### config.mk
export PLATFORM = sky130hd
export DESIGN_NAME = motor_speed_regulator_core_flat
export DESIGN_NICKNAME = d
export VERILOG_FILES = /design/src/design/msr_pkg.sv /design/src/design/msr_cmd_if.sv /design/src/design/msr_res_if.sv /design/src/design/msr_mult.sv /design/src/design/msr_div.sv /design/src/design/motor_speed_regulator_core.sv /design/src/flat_wrapper.sv
export SDC_FILE = /design/constraint.sdc
export NUM_CORES = 2
export LEC_CHECK = 0
export CAP_MARGIN = 5
export CORE_AREA = 2 2 344 346
export CTS_BUF_LIST = sky130_fd_sc_hd__clkbuf_4
export CTS_CLUSTER_SIZE = 20
export DETAILED_ROUTE_END_ITERATION = 12
export DIE_AREA = 0 0 346 348
export DONT_BUFFER_PORTS = 1
export PLACE_DENSITY = 0.7
export SETUP_SLACK_MARGIN = 0.4
export SYNTH_ARGS = -nofsm -noshare
export SYNTH_HDL_FRONTEND = slang
export SYNTH_HIERARCHICAL = 1
export SYNTH_SLANG_ARGS = --single-unit
### constraint.sdc
create_clock -name clk -period 16.2 [get_ports clk]
set_clock_uncertainty 0.1 [all_clocks]
set_input_delay 0.81 -clock clk [delete_from_list [all_inputs] [get_ports clk]]
set_output_delay 0.81 -clock clk [all_outputs]
set_load 0.005 [all_outputs]
### src/design/msr_pkg.sv
`timescale 1ns / 1ps
package msr_pkg;

    // Internal widths of the count and time differences.
    localparam int COUNT_WIDTH = 32;
    localparam int TIME_WIDTH  = 32;

    // Fixed widths of the request and result fields.
    localparam int IN_CNT_W = 32;
    localparam int IN_TIM_W = 32;
    localparam int RPM_W    = 16;
    localparam int DRIVE_W  = 16;

    // Configuration registers.
    localparam int SCALE_W     = 32;
    localparam int GAIN_W      = 16;
    localparam int SCALE_FRAC  = 16;
    localparam int GAIN_FRAC   = 8;
    localparam int CFG_IDX_W   = 1;
    localparam int CFG_DATA_W  = 32;

    localparam logic [SCALE_W-1:0] SCALE_RESET = SCALE_W'(65536);
    localparam logic [GAIN_W-1:0]  GAIN_RESET  = GAIN_W'(41943);

    // Shared multiplier and divider sizes.
    localparam int PROD_W = COUNT_WIDTH + SCALE_W;
    localparam int DVD_W  = PROD_W - SCALE_FRAC;
    localparam int DIV_CNT_W = $clog2(DVD_W + 1);

    // Error magnitude never exceeds 65535, so it fits in one rpm word.
    localparam int EMAG_W = RPM_W;
    localparam int STEP_W = EMAG_W + GAIN_W + 1 - GAIN_FRAC;
    localparam int SUM_W  = STEP_W + 2;

    localparam int DRIVE_MAX = 32767;
    localparam int RPM_MAX   = 32767;
    localparam int RPM_NEG_MAG = 32768;

    typedef enum logic [CFG_IDX_W-1:0] {
        REG_SCALE = 1'b0,
        REG_GAIN  = 1'b1
    } cfg_reg_t;

    typedef struct packed {
        logic busy;
        logic done;
    } div_status_t;

endpackage

### src/design/msr_cmd_if.sv
`timescale 1ns / 1ps
interface msr_cmd_if;
    import msr_pkg::*;

    logic                       valid;
    logic                       ready;
    logic signed [IN_CNT_W-1:0] encoder_count;
    logic [IN_TIM_W-1:0]        time_ms;
    logic signed [RPM_W-1:0]    target_rpm;

    modport source (output valid, output encoder_count, output time_ms,
                    output target_rpm, input ready);
    modport sink (input valid, input encoder_count, input time_ms,
                  input target_rpm, output ready);
endinterface

### src/design/msr_res_if.sv
`timescale 1ns / 1ps
interface msr_res_if;
    import msr_pkg::*;

    logic                      valid;
    logic                      ready;
    logic signed [DRIVE_W-1:0] drive;
    logic signed [RPM_W-1:0]   measured_rpm;
    logic                      stalled;
    logic                      time_fault;

    modport source (output valid, output drive, output measured_rpm,
                    output stalled, output time_fault, input ready);
    modport sink (input valid, input drive, input measured_rpm,
                  input stalled, input time_fault, output ready);
endinterface

### src/design/msr_mult.sv
`timescale 1ns / 1ps
module msr_mult (
    input  logic                          clk,
    input  logic                          load,
    input  logic [msr_pkg::COUNT_WIDTH-1:0] a,
    input  logic [msr_pkg::SCALE_W-1:0]   b,
    output logic [msr_pkg::PROD_W-1:0]    prod
);
    import msr_pkg::*;

    logic [PROD_W-1:0] prod_reg;

    // Unsigned product, registered; it holds until the next load.
    always_ff @(posedge clk)
    begin
        if (load)
        begin
            prod_reg <= PROD_W'(a) * PROD_W'(b);
        end
    end

    assign prod = prod_reg;
endmodule

### src/design/msr_div.sv
`timescale 1ns / 1ps
module msr_div (
    input  logic                         clk,
    input  logic                         rst_n,
    input  logic                         start,
    input  logic [msr_pkg::DVD_W-1:0]    dividend,
    input  logic [msr_pkg::TIME_WIDTH-1:0] divisor,
    output logic [msr_pkg::DVD_W-1:0]    quotient,
    output msr_pkg::div_status_t         status
);
    import msr_pkg::*;

    logic [TIME_WIDTH:0]    rem_reg;
    logic [DVD_W-1:0]       quo_reg;
    logic [DIV_CNT_W-1:0]   cnt_reg;
    logic                   busy_reg;
    logic                   done_reg;
    logic [TIME_WIDTH:0]    trial;
    logic                   fits;

    // Restoring division, one quotient bit per cycle, MSB first. The
    // dividend shifts out of quo_reg while quotient bits shift in.
    assign trial = {rem_reg[TIME_WIDTH-1:0], quo_reg[DVD_W-1]};
    assign fits  = trial >= {1'b0, divisor};

    always_ff @(posedge clk or negedge rst_n)
    begin
        if (!rst_n)
        begin
            busy_reg <= 1'b0;
            done_reg <= 1'b0;
            cnt_reg  <= '0;
        end
        else
        begin
            done_reg <= 1'b0;
            if (start)
            begin
                busy_reg <= 1'b1;
                cnt_reg  <= DIV_CNT_W'(DVD_W);
            end
            else if (busy_reg)
            begin
                cnt_reg <= cnt_reg - 1'b1;
                if (cnt_reg == DIV_CNT_W'(1))
                begin
                    busy_reg <= 1'b0;
                    done_reg <= 1'b1;
                end
            end
        end
    end

    always_ff @(posedge clk)
    begin
        if (start)
        begin
            rem_reg <= '0;
            quo_reg <= dividend;
        end
        else if (busy_reg)
        begin
            rem_reg <= fits ? (trial - {1'b0, divisor}) : trial;
            quo_reg <= {quo_reg[DVD_W-2:0], fits};
        end
    end

    assign quotient    = quo_reg;
    assign status.busy = busy_reg;
    assign status.done = done_reg;
endmodule

### src/design/motor_speed_regulator_core.sv
`timescale 1ns / 1ps
// Integral motor speed regulator fed by an incremental encoder.
// The cmd channel carries one request per control tick: the encoder count,
// a millisecond timestamp and the target speed in rpm. The res channel
// returns one result per request: the new drive level (Q1.15), the average
// speed since the previous request, a stall flag and a time fault flag.
// The cfg port writes scale_factor (index 0) and loop_gain (index 1);
// write it only while no request is in flight.
// A request with a nonzero target passes from acceptance to a loaded result
// through the bit-serial divider (48 quotient bits, then a done flag)
// that turns the scaled count delta into rpm, and through sequencer steps
// around a shared 32x32 multiplier used for the scaling and the loop gain.
// A zero time delta skips the division; a zero target gives a zero result
// and leaves the state alone.
// cmd.ready is high only while the sequencer is idle, so one request is in work
// at a time and the next request waits until the previous one has finished.
// The result sits in an output register; a stalled receiver does not stop
// the next request from being accepted, but the sequencer waits at its end
// until the register is free. Reset clears the held drive level, the last
// count and time, and loads the register reset values.
module motor_speed_regulator_core (
    input  logic                           clk,
    input  logic                           rst_n,
    input  logic                           cfg_we,
    input  logic [msr_pkg::CFG_IDX_W-1:0]  cfg_index,
    input  logic [msr_pkg::CFG_DATA_W-1:0] cfg_data,
    msr_cmd_if.sink                        cmd,
    msr_res_if.source                      res
);
    import msr_pkg::*;

    typedef enum logic [9:0] {
        S_IDLE  = 10'b0000000001,
        S_PREP  = 10'b0000000010,
        S_MUL1  = 10'b0000000100,
        S_DIVST = 10'b0000001000,
        S_DIVW  = 10'b0000010000,
        S_SAT   = 10'b0000100000,
        S_ERR   = 10'b0001000000,
        S_MUL2  = 10'b0010000000,
        S_UPD   = 10'b0100000000,
        S_FIN   = 10'b1000000000
    } state_t;

    state_t state_reg, state_next;

    // Configuration registers.
    logic [SCALE_W-1:0] scale_reg;
    logic [GAIN_W-1:0]  gain_reg;

    // Regulator state.
    logic [COUNT_WIDTH-1:0]    last_count_reg;
    logic [TIME_WIDTH-1:0]     last_time_reg;
    logic signed [DRIVE_W-1:0] drive_level_reg;

    // Captured request.
    logic signed [IN_CNT_W-1:0] cnt_in_reg;
    logic [IN_TIM_W-1:0]        tim_in_reg;
    logic signed [RPM_W-1:0]    target_reg;

    // Working values.
    logic [COUNT_WIDTH-1:0]  mag_reg;
    logic                    neg_reg;
    logic [TIME_WIDTH-1:0]   dt_reg;
    logic signed [RPM_W-1:0] speed_reg;
    logic                    fault_reg;
    logic                    zero_reg;
    logic [EMAG_W-1:0]       emag_reg;
    logic                    eneg_reg;

    // Output register.
    logic                      res_valid_reg;
    logic signed [DRIVE_W-1:0] res_drive_reg;
    logic signed [RPM_W-1:0]   res_rpm_reg;
    logic                      res_stalled_reg;
    logic                      res_fault_reg;

    // Datapath signals.
    logic [COUNT_WIDTH-1:0] cnt_ext;
    logic [COUNT_WIDTH-1:0] dc;
    logic [TIME_WIDTH-1:0]  dt;
    logic [COUNT_WIDTH-1:0] mul_a;
    logic [SCALE_W-1:0]     mul_b;
    logic                   mul_load;
    logic [PROD_W-1:0]      prod;
    logic [DVD_W-1:0]       quotient;
    div_status_t            div_st;
    logic signed [RPM_W-1:0] speed_sat;
    logic signed [RPM_W:0]  err;
    logic [RPM_W:0]         err_abs;
    logic [STEP_W-1:0]      step_mag;
    logic signed [SUM_W-1:0] drive_sum;
    logic signed [DRIVE_W-1:0] drive_new;
    logic                   cmd_fire;
    logic                   res_free;

    assign cmd_fire = cmd.valid && cmd.ready;
    assign res_free = !res_valid_reg || res.ready;

    // Count deltas wrap in COUNT_WIDTH bits; the count is sign extended first.
    assign cnt_ext = COUNT_WIDTH'(cnt_in_reg);
    assign dc      = cnt_ext - last_count_reg;
    assign dt      = TIME_WIDTH'(tim_in_reg) - last_time_reg;

    // The shared multiplier scales the count magnitude first and the speed
    // error magnitude later.
    assign mul_a    = (state_reg == S_MUL2) ? COUNT_WIDTH'(emag_reg) : mag_reg;
    assign mul_b    = (state_reg == S_MUL2) ? SCALE_W'(gain_reg) : scale_reg;
    assign mul_load = (state_reg == S_MUL1) || (state_reg == S_MUL2);

    msr_mult u_mult (
        .clk  (clk),
        .load (mul_load),
        .a    (mul_a),
        .b    (mul_b),
        .prod (prod)
    );

    msr_div u_div (
        .clk      (clk),
        .rst_n    (rst_n),
        .start    (state_reg == S_DIVST),
        .dividend (prod[PROD_W-1:SCALE_FRAC]),
        .divisor  (dt_reg),
        .quotient (quotient),
        .status   (div_st)
    );

    // Apply the sign and saturate to the rpm range.
    always_comb
    begin
        if (neg_reg)
        begin
            if (quotient > DVD_W'(RPM_NEG_MAG))
            begin
                speed_sat = -RPM_W'(RPM_NEG_MAG);
            end
            else
            begin
                speed_sat = -RPM_W'(quotient);
            end
        end
        else
        begin
            if (quotient > DVD_W'(RPM_MAX))
            begin
                speed_sat = RPM_W'(RPM_MAX);
            end
            else
            begin
                speed_sat = RPM_W'(quotient);
            end
        end
    end

    assign err     = (RPM_W+1)'(target_reg) - (RPM_W+1)'(speed_reg);
    assign err_abs = err[RPM_W] ? (RPM_W+1)'(-err) : (RPM_W+1)'(err);

    // Rounded gain step, ties away from zero, then the clamped integration.
    assign step_mag  = STEP_W'((prod + PROD_W'(1 << (GAIN_FRAC - 1))) >> GAIN_FRAC);
    assign drive_sum = eneg_reg ? (SUM_W'(drive_level_reg) - SUM_W'(step_mag))
                                : (SUM_W'(drive_level_reg) + SUM_W'(step_mag));

    always_comb
    begin
        if (drive_sum > SUM_W'(DRIVE_MAX))
        begin
            drive_new = DRIVE_W'(DRIVE_MAX);
        end
        else if (drive_sum < -SUM_W'(DRIVE_MAX))
        begin
            drive_new = -DRIVE_W'(DRIVE_MAX);
        end
        else
        begin
            drive_new = DRIVE_W'(drive_sum);
        end
    end

    // Sequencer.
    always_comb
    begin
        state_next = state_reg;
        case (state_reg)
            S_IDLE:
            begin
                if (cmd_fire)
                begin
                    state_next = S_PREP;
                end
            end
            S_PREP:
            begin
                if (target_reg == '0)
                begin
                    state_next = S_FIN;
                end
                else if (dt == '0)
                begin
                    state_next = S_ERR;
                end
                else
                begin
                    state_next = S_MUL1;
                end
            end
            S_MUL1:  state_next = S_DIVST;
            S_DIVST: state_next = S_DIVW;
            S_DIVW:
            begin
                if (div_st.done)
                begin
                    state_next = S_SAT;
                end
            end
            S_SAT:   state_next = S_ERR;
            S_ERR:   state_next = S_MUL2;
            S_MUL2:  state_next = S_UPD;
            S_UPD:   state_next = S_FIN;
            S_FIN:
            begin
                if (res_free)
                begin
                    state_next = S_IDLE;
                end
            end
            default: state_next = S_IDLE;
        endcase
    end

    always_ff @(posedge clk or negedge rst_n)
    begin
        if (!rst_n)
        begin
            state_reg       <= S_IDLE;
            scale_reg       <= SCALE_RESET;
            gain_reg        <= GAIN_RESET;
            last_count_reg  <= '0;
            last_time_reg   <= '0;
            drive_level_reg <= '0;
            res_valid_reg   <= 1'b0;
        end
        else
        begin
            state_reg <= state_next;

            if (cfg_we)
            begin
                case (cfg_index)
                    REG_SCALE: scale_reg <= SCALE_W'(cfg_data);
                    REG_GAIN:  gain_reg  <= GAIN_W'(cfg_data);
                    default:   ;
                endcase
            end

            // A nonzero target always records the new count and time.
            if ((state_reg == S_PREP) && (target_reg != '0))
            begin
                last_count_reg <= cnt_ext;
                last_time_reg  <= dt + last_time_reg;
            end

            if (state_reg == S_UPD)
            begin
                drive_level_reg <= drive_new;
            end

            if ((state_reg == S_FIN) && res_free)
            begin
                res_valid_reg <= 1'b1;
            end
            else if (res.ready)
            begin
                res_valid_reg <= 1'b0;
            end
        end
    end

    // Payload registers.
    always_ff @(posedge clk)
    begin
        if (cmd_fire)
        begin
            cnt_in_reg <= cmd.encoder_count;
            tim_in_reg <= cmd.time_ms;
            target_reg <= cmd.target_rpm;
        end

        if (state_reg == S_PREP)
        begin
            neg_reg   <= dc[COUNT_WIDTH-1];
            mag_reg   <= dc[COUNT_WIDTH-1] ? (~dc + 1'b1) : dc;
            dt_reg    <= dt;
            zero_reg  <= (target_reg == '0);
            fault_reg <= (target_reg != '0) && (dt == '0);
            speed_reg <= '0;
        end

        if (state_reg == S_SAT)
        begin
            speed_reg <= speed_sat;
        end

        if (state_reg == S_ERR)
        begin
            eneg_reg <= err[RPM_W];
            emag_reg <= EMAG_W'(err_abs);
        end

        if ((state_reg == S_FIN) && res_free)
        begin
            res_drive_reg   <= zero_reg ? '0 : drive_level_reg;
            res_rpm_reg     <= speed_reg;
            res_stalled_reg <= !zero_reg && (speed_reg == '0);
            res_fault_reg   <= fault_reg;
        end
    end

    assign cmd.ready        = (state_reg == S_IDLE);
    assign res.valid        = res_valid_reg;
    assign res.drive        = res_drive_reg;
    assign res.measured_rpm = res_rpm_reg;
    assign res.stalled      = res_stalled_reg;
    assign res.time_fault   = res_fault_reg;
endmodule

### src/flat_wrapper.sv
// flat-port wrapper written by rule: the top's interface ports become plain ports
module motor_speed_regulator_core_flat import msr_pkg::*;
  (clk, rst_n, cfg_we, cfg_index, cfg_data, cmd_valid, cmd_encoder_count, cmd_time_ms, cmd_target_rpm, cmd_ready, res_valid, res_drive, res_measured_rpm, res_stalled, res_time_fault, res_ready);
  msr_cmd_if cmd_i ();
  msr_res_if res_i ();
  input  logic clk;
  input  logic rst_n;
  input  logic cfg_we;
  input  logic [msr_pkg::CFG_IDX_W-1:0] cfg_index;
  input  logic [msr_pkg::CFG_DATA_W-1:0] cfg_data;
  input wire logic [$bits(cmd_i.valid)-1:0] cmd_valid;
  input wire logic [$bits(cmd_i.encoder_count)-1:0] cmd_encoder_count;
  input wire logic [$bits(cmd_i.time_ms)-1:0] cmd_time_ms;
  input wire logic [$bits(cmd_i.target_rpm)-1:0] cmd_target_rpm;
  output wire logic [$bits(cmd_i.ready)-1:0] cmd_ready;
  output wire logic [$bits(res_i.valid)-1:0] res_valid;
  output wire logic [$bits(res_i.drive)-1:0] res_drive;
  output wire logic [$bits(res_i.measured_rpm)-1:0] res_measured_rpm;
  output wire logic [$bits(res_i.stalled)-1:0] res_stalled;
  output wire logic [$bits(res_i.time_fault)-1:0] res_time_fault;
  input wire logic [$bits(res_i.ready)-1:0] res_ready;
  assign cmd_i.valid = cmd_valid;
  assign cmd_i.encoder_count = cmd_encoder_count;
  assign cmd_i.time_ms = cmd_time_ms;
  assign cmd_i.target_rpm = cmd_target_rpm;
  assign cmd_ready = cmd_i.ready;
  assign res_valid = res_i.valid;
  assign res_drive = res_i.drive;
  assign res_measured_rpm = res_i.measured_rpm;
  assign res_stalled = res_i.stalled;
  assign res_time_fault = res_i.time_fault;
  assign res_i.ready = res_ready;
  motor_speed_regulator_core u_core (.clk(clk), .rst_n(rst_n), .cfg_we(cfg_we), .cfg_index(cfg_index), .cfg_data(cfg_data), .cmd(cmd_i), .res(res_i));
endmodule
* After elaboration in Yosys (flattened, before gate mapping)
Index checks and enable logic that the tools add are counted.
Word-level totals: register bits 505, output and inout bits 36
Operators by class: add/sub/neg operators 12, $mul 1, magnitude comparators 5, eq/ne operators 14, muxes and demuxes 31, bitwise operators 2, reductions and logical operators 19
Operators by type and width (count):
- $mux 16 | 8
- $pmux 10 s10 | 1
- $mux 32 | 3
- $mux 48 | 2
- $sub 32x32->32 | 3
- $mul 32x32->64 | 1
- $gt 48x15->1 const B | 1
- $gt 48x16->1 const B | 1
- $mux 10 | 4
- $add 33x8->33 const B | 1
- $ge 33x32->1 | 1
- $add 32x1->32 const B | 1
- $add 32x32->32 | 1
- $logic_not 16->1 | 2
- $logic_not 32->1 | 1
- $neg 16->16 | 2
- $not 32->32 | 1
- $mux 31 | 1
- $add 16x26->27 | 1
- $gt 27x16->1 const B | 1
- $lt 27x16->1 const B | 1
- $mux 27 | 1
- $sub 16x26->27 | 1
- $sub 16x16->17 | 1
- 25 further kinds | 43

* Longest topological paths before layout
word-level depth 6, mapped depth 37, depth with buffers taken out 34

* Hierarchy
Netlist, hierarchy kept.
Modules (own cells, without submodules):
- msr_mult | times used 1, cells each 3784, area each 35546.6 um^2, seq. area each 1921.8 um^2
- motor_speed_regulator_core | times used 1, cells each 2317, area each 22679.3 um^2, seq. area each 9919.5 um^2
- msr_div | times used 1, cells each 567, area each 5677.9 um^2, seq. area each 2282.2 um^2

* Least setup slack after synthesis
No wires, ideal clock.
path kind reg-to-reg, start register u_core.state_reg[1], end register u_core.u_mult.prod_reg[49], in the netlist u_core/u_mult/prod[49], data pin, arrival time 8265 ps, slack 7570 ps, stages on the path, launching flop included 35, path buffers 3, period minus slack after synthesis 8630 ps, cell sequence dfrtp_1 > nor2_1 > nand2_1 > or3_1 > nor3_1 > nand3b_1 > clkinv_1 > clkbuf_1 > nand2_1 > nand2_1 > clkbuf_1 > nand2_1 > fa_1 > inv_1 > fa_1 > inv_1 > fa_1 > inv_1 > fa_1 > fa_1 > fa_1 > fa_1 > inv_1 > fa_1 > inv_1 > ha_1 > buf_2 > nand2_1 > nor4_2 > a221oi_1 > o41ai_1 > a221oi_1 > nand2_1 > a41oi_1 > xnor2_1
On the way: word-level cells in the longest chain between the ends 3, elaborated cells between the ends (all ways) 4, those cells by class 1 x mul; 1 x eq/ne; 2 x mux
RTL lines:
- from (decl) | RTL line motor_speed_regulator_core.sv:45 | state_t state_reg, state_next;
- from (signal assigned) | RTL line motor_speed_regulator_core.sv:245 | state_reg <= state_next;
- $eq 10x8->1 | RTL line motor_speed_regulator_core.sv:108 | assign mul_b = (state_reg == S_MUL2) ? SCALE_W'(gain_reg) : scale_reg;
- $mux 32 | RTL line motor_speed_regulator_core.sv:108
- named net u_core.mul_b[8] | RTL line motor_speed_regulator_core.sv:83 | logic [SCALE_W-1:0] mul_b;
- $mul 32x32->64 | RTL line msr_mult.sv:18 | prod_reg <= PROD_W'(a) * PROD_W'(b);
- to (signal assigned) | RTL line msr_mult.sv:18
- to (decl) | RTL line msr_mult.sv:11 | logic [PROD_W-1:0] prod_reg;
The timed path passes the listed nets, and every way through them passes these cells. A chain may end at the register's enable or synchronous reset.

* Worst setup path in the final report
start register u_core.state_reg[1], end register u_core.u_mult.prod_reg[39], in the netlist u_core/u_mult/prod[39], data pin
The elaborated chain is that of the path after synthesis.

==> flow_summary.ini <==
[yosys]
synth_area_per_cell_um2 = 9.56
synthCells = 6656
netlist_area_um2 = 63700
syn-num-nets = 8112
synth_warnings = 6

[floorplanning]
die_h_um = 348
core_area_um2 = 117000
start_util_pct = 54.4
num_io_pins = 154
die_w_um = 346
row_count = 126
dieArea_um2 = 120000

[outcome]
status = completed

[timing]
maxSlewViolCount = 0
hold_viol_final = 0
rsz0062_at_grt = no
slew_headroom_pct = 22.5
layout_min_cycle_time_ns = 10.51
worst_pin_slew_ns = 1.13
max_freq_mhz = 95.1
finalSetupTns_ns = 0
final.period_utilization_pct = 64.9
setup_viol = 0

[detailed_routing]
drc = 0
routed_wl_um = 157000
viasPerCell = 5.64
first_pass_iters = 5
vias = 46900
ant_nets = 0
drt-initial-drc-count = 3290
wire_per_inst_um = 18.8

[placement]
port_buffers = 0
gp_congestion = 0.982
dp_hpwl_um = 121000

[worst_setup_path]
worstRegToRegCells = 33
r2r_start = u_core/state_reg[1]$_DFFE_PN0P_
worstSetupPathType = reg -> reg
cp_top_family = adder cells
startpoint = u_core/state_reg[1]$_DFFE_PN0P_
cp-end-kind = register
critPathBufInv = 8
cp_data_arrival_time_ns = 11.16
rrSetupSlack_ns = 5.69
reg2reg_to = u_core/u_mult/prod[39]$_DFFE_PP_
cp_slowest_stage_delay_ns = 0.55
cp_data_required_time_ns = 16.84
crit_top_cell = fa_1
slowest_stage = fa_1
crit_fanout = 65
startpoint_type = register

[layout]
largest_reg_flops = 57
layout_common_cells = 1050 x inv_1, 902 x fa_1, 745 x nand2_1
n_fill_cell = 10300
fin_nets = 8123
syn2layout_area_growth_pct = 6.52
final_common_cell = inv_1
drive_gt1_share_pct = 7.39

[global_routing]
grt_use_total_pct = 26.8
grt_max_degree = 148
grt_pass1_wl_um = 260000
antenna_found_initial = 3
grt_overflow = 0
grt_pass1_vias = 49300

[clock_network]
cts_root_buf = clkbuf_4
clockBufferDepth = 3
cts_buffers = 131
path_clk_slew_ns = 0.07
postCtsSetupRepairBufs = 0
htree_num_levels = 4
cts_resized = 0
cts_sinks = 498
cts_tree = done
clk_latency_ns = 1.04

[run]
cap_violations = 0

[hold_path]
hold_depth = 1
hp-start = cmd_valid
holdPathEnd = u_core/tim_in_reg[20]$_DFFE_PP_
worstHoldPathType = in -> reg
-- area by class of cell --
type                            count  area (um^2)  share of cell area (%)
Tap cell                         1536         1920                    2.83
Clock inverter                     56          347                   0.511
Multi-Input combinational cell   4787        44500                    65.6
Antenna cell                        7         17.5                  0.0258
Sequential cell                   498        13900                    20.5
Inverter                         1057         3970                    5.85
Timing Repair Buffer              192         1750                    2.58
Clock buffer                      185         1390                    2.05
-- per-stage QoR --
step	hold WS [ns]	instance area, um^2	utilization (%)	cells	setup slack, ns
6_report	0.198	67800	58.0	8318	5.69
5_1_grt	0.144	67800	58.0	8316	5.23
4_1_cts	0.0861	67800	58.0	8311	5.74
3_5_place_dp	0.358	64900	55.5	7954	5.86
3_3_place_gp	0.354	64900	55.5	7954	6.04
2_1_floorplan	0.300	63700	-	6656	7.57
-- how the worst max path moves through the flow --
| stage | slack [ns] | end | depth (start not counted) |
|---|---|---|---|
| final | 5.69 | u_core/u_mult/prod[39]$_DFFE_PP_ | 33 |
| after CTS | 5.74 | u_core/u_mult/prod[39]$_DFFE_PP_ | 33 |
| after detailed placement | 5.86 | u_core/u_mult/prod[39]$_DFFE_PP_ | 33 |
| after global placement | 6.04 | u_core/u_mult/prod[39]$_DFFE_PP_ | 33 |
| after floorplan | 7.57 | u_core/u_mult/prod[49]$_DFFE_PP_ | 34 |
| after global routing | 5.23 | u_core/u_mult/prod[39]$_DFFE_PP_ | 33 |
-- timing repair --
action,in CTS,in global routing
setup endpoints to repair,0,0
hold buffers,116,0
hold endpoints to repair,280,0
-- metal layers --
layer	wire length, um	global-route usage, %	vias up	part of all wire (%)
li1	-	-	21600	-
met4	4150	8.11	0	2.6
met2	75700	44.7	1422	48
met1	68100	36.6	23600	43
met5	0	0	-	0
met3	8800	3.41	277	5.6
Power is left out: the tool's default activity adds up to more than one toggle a clock period on the data nets, which glitch-free logic cannot reach.
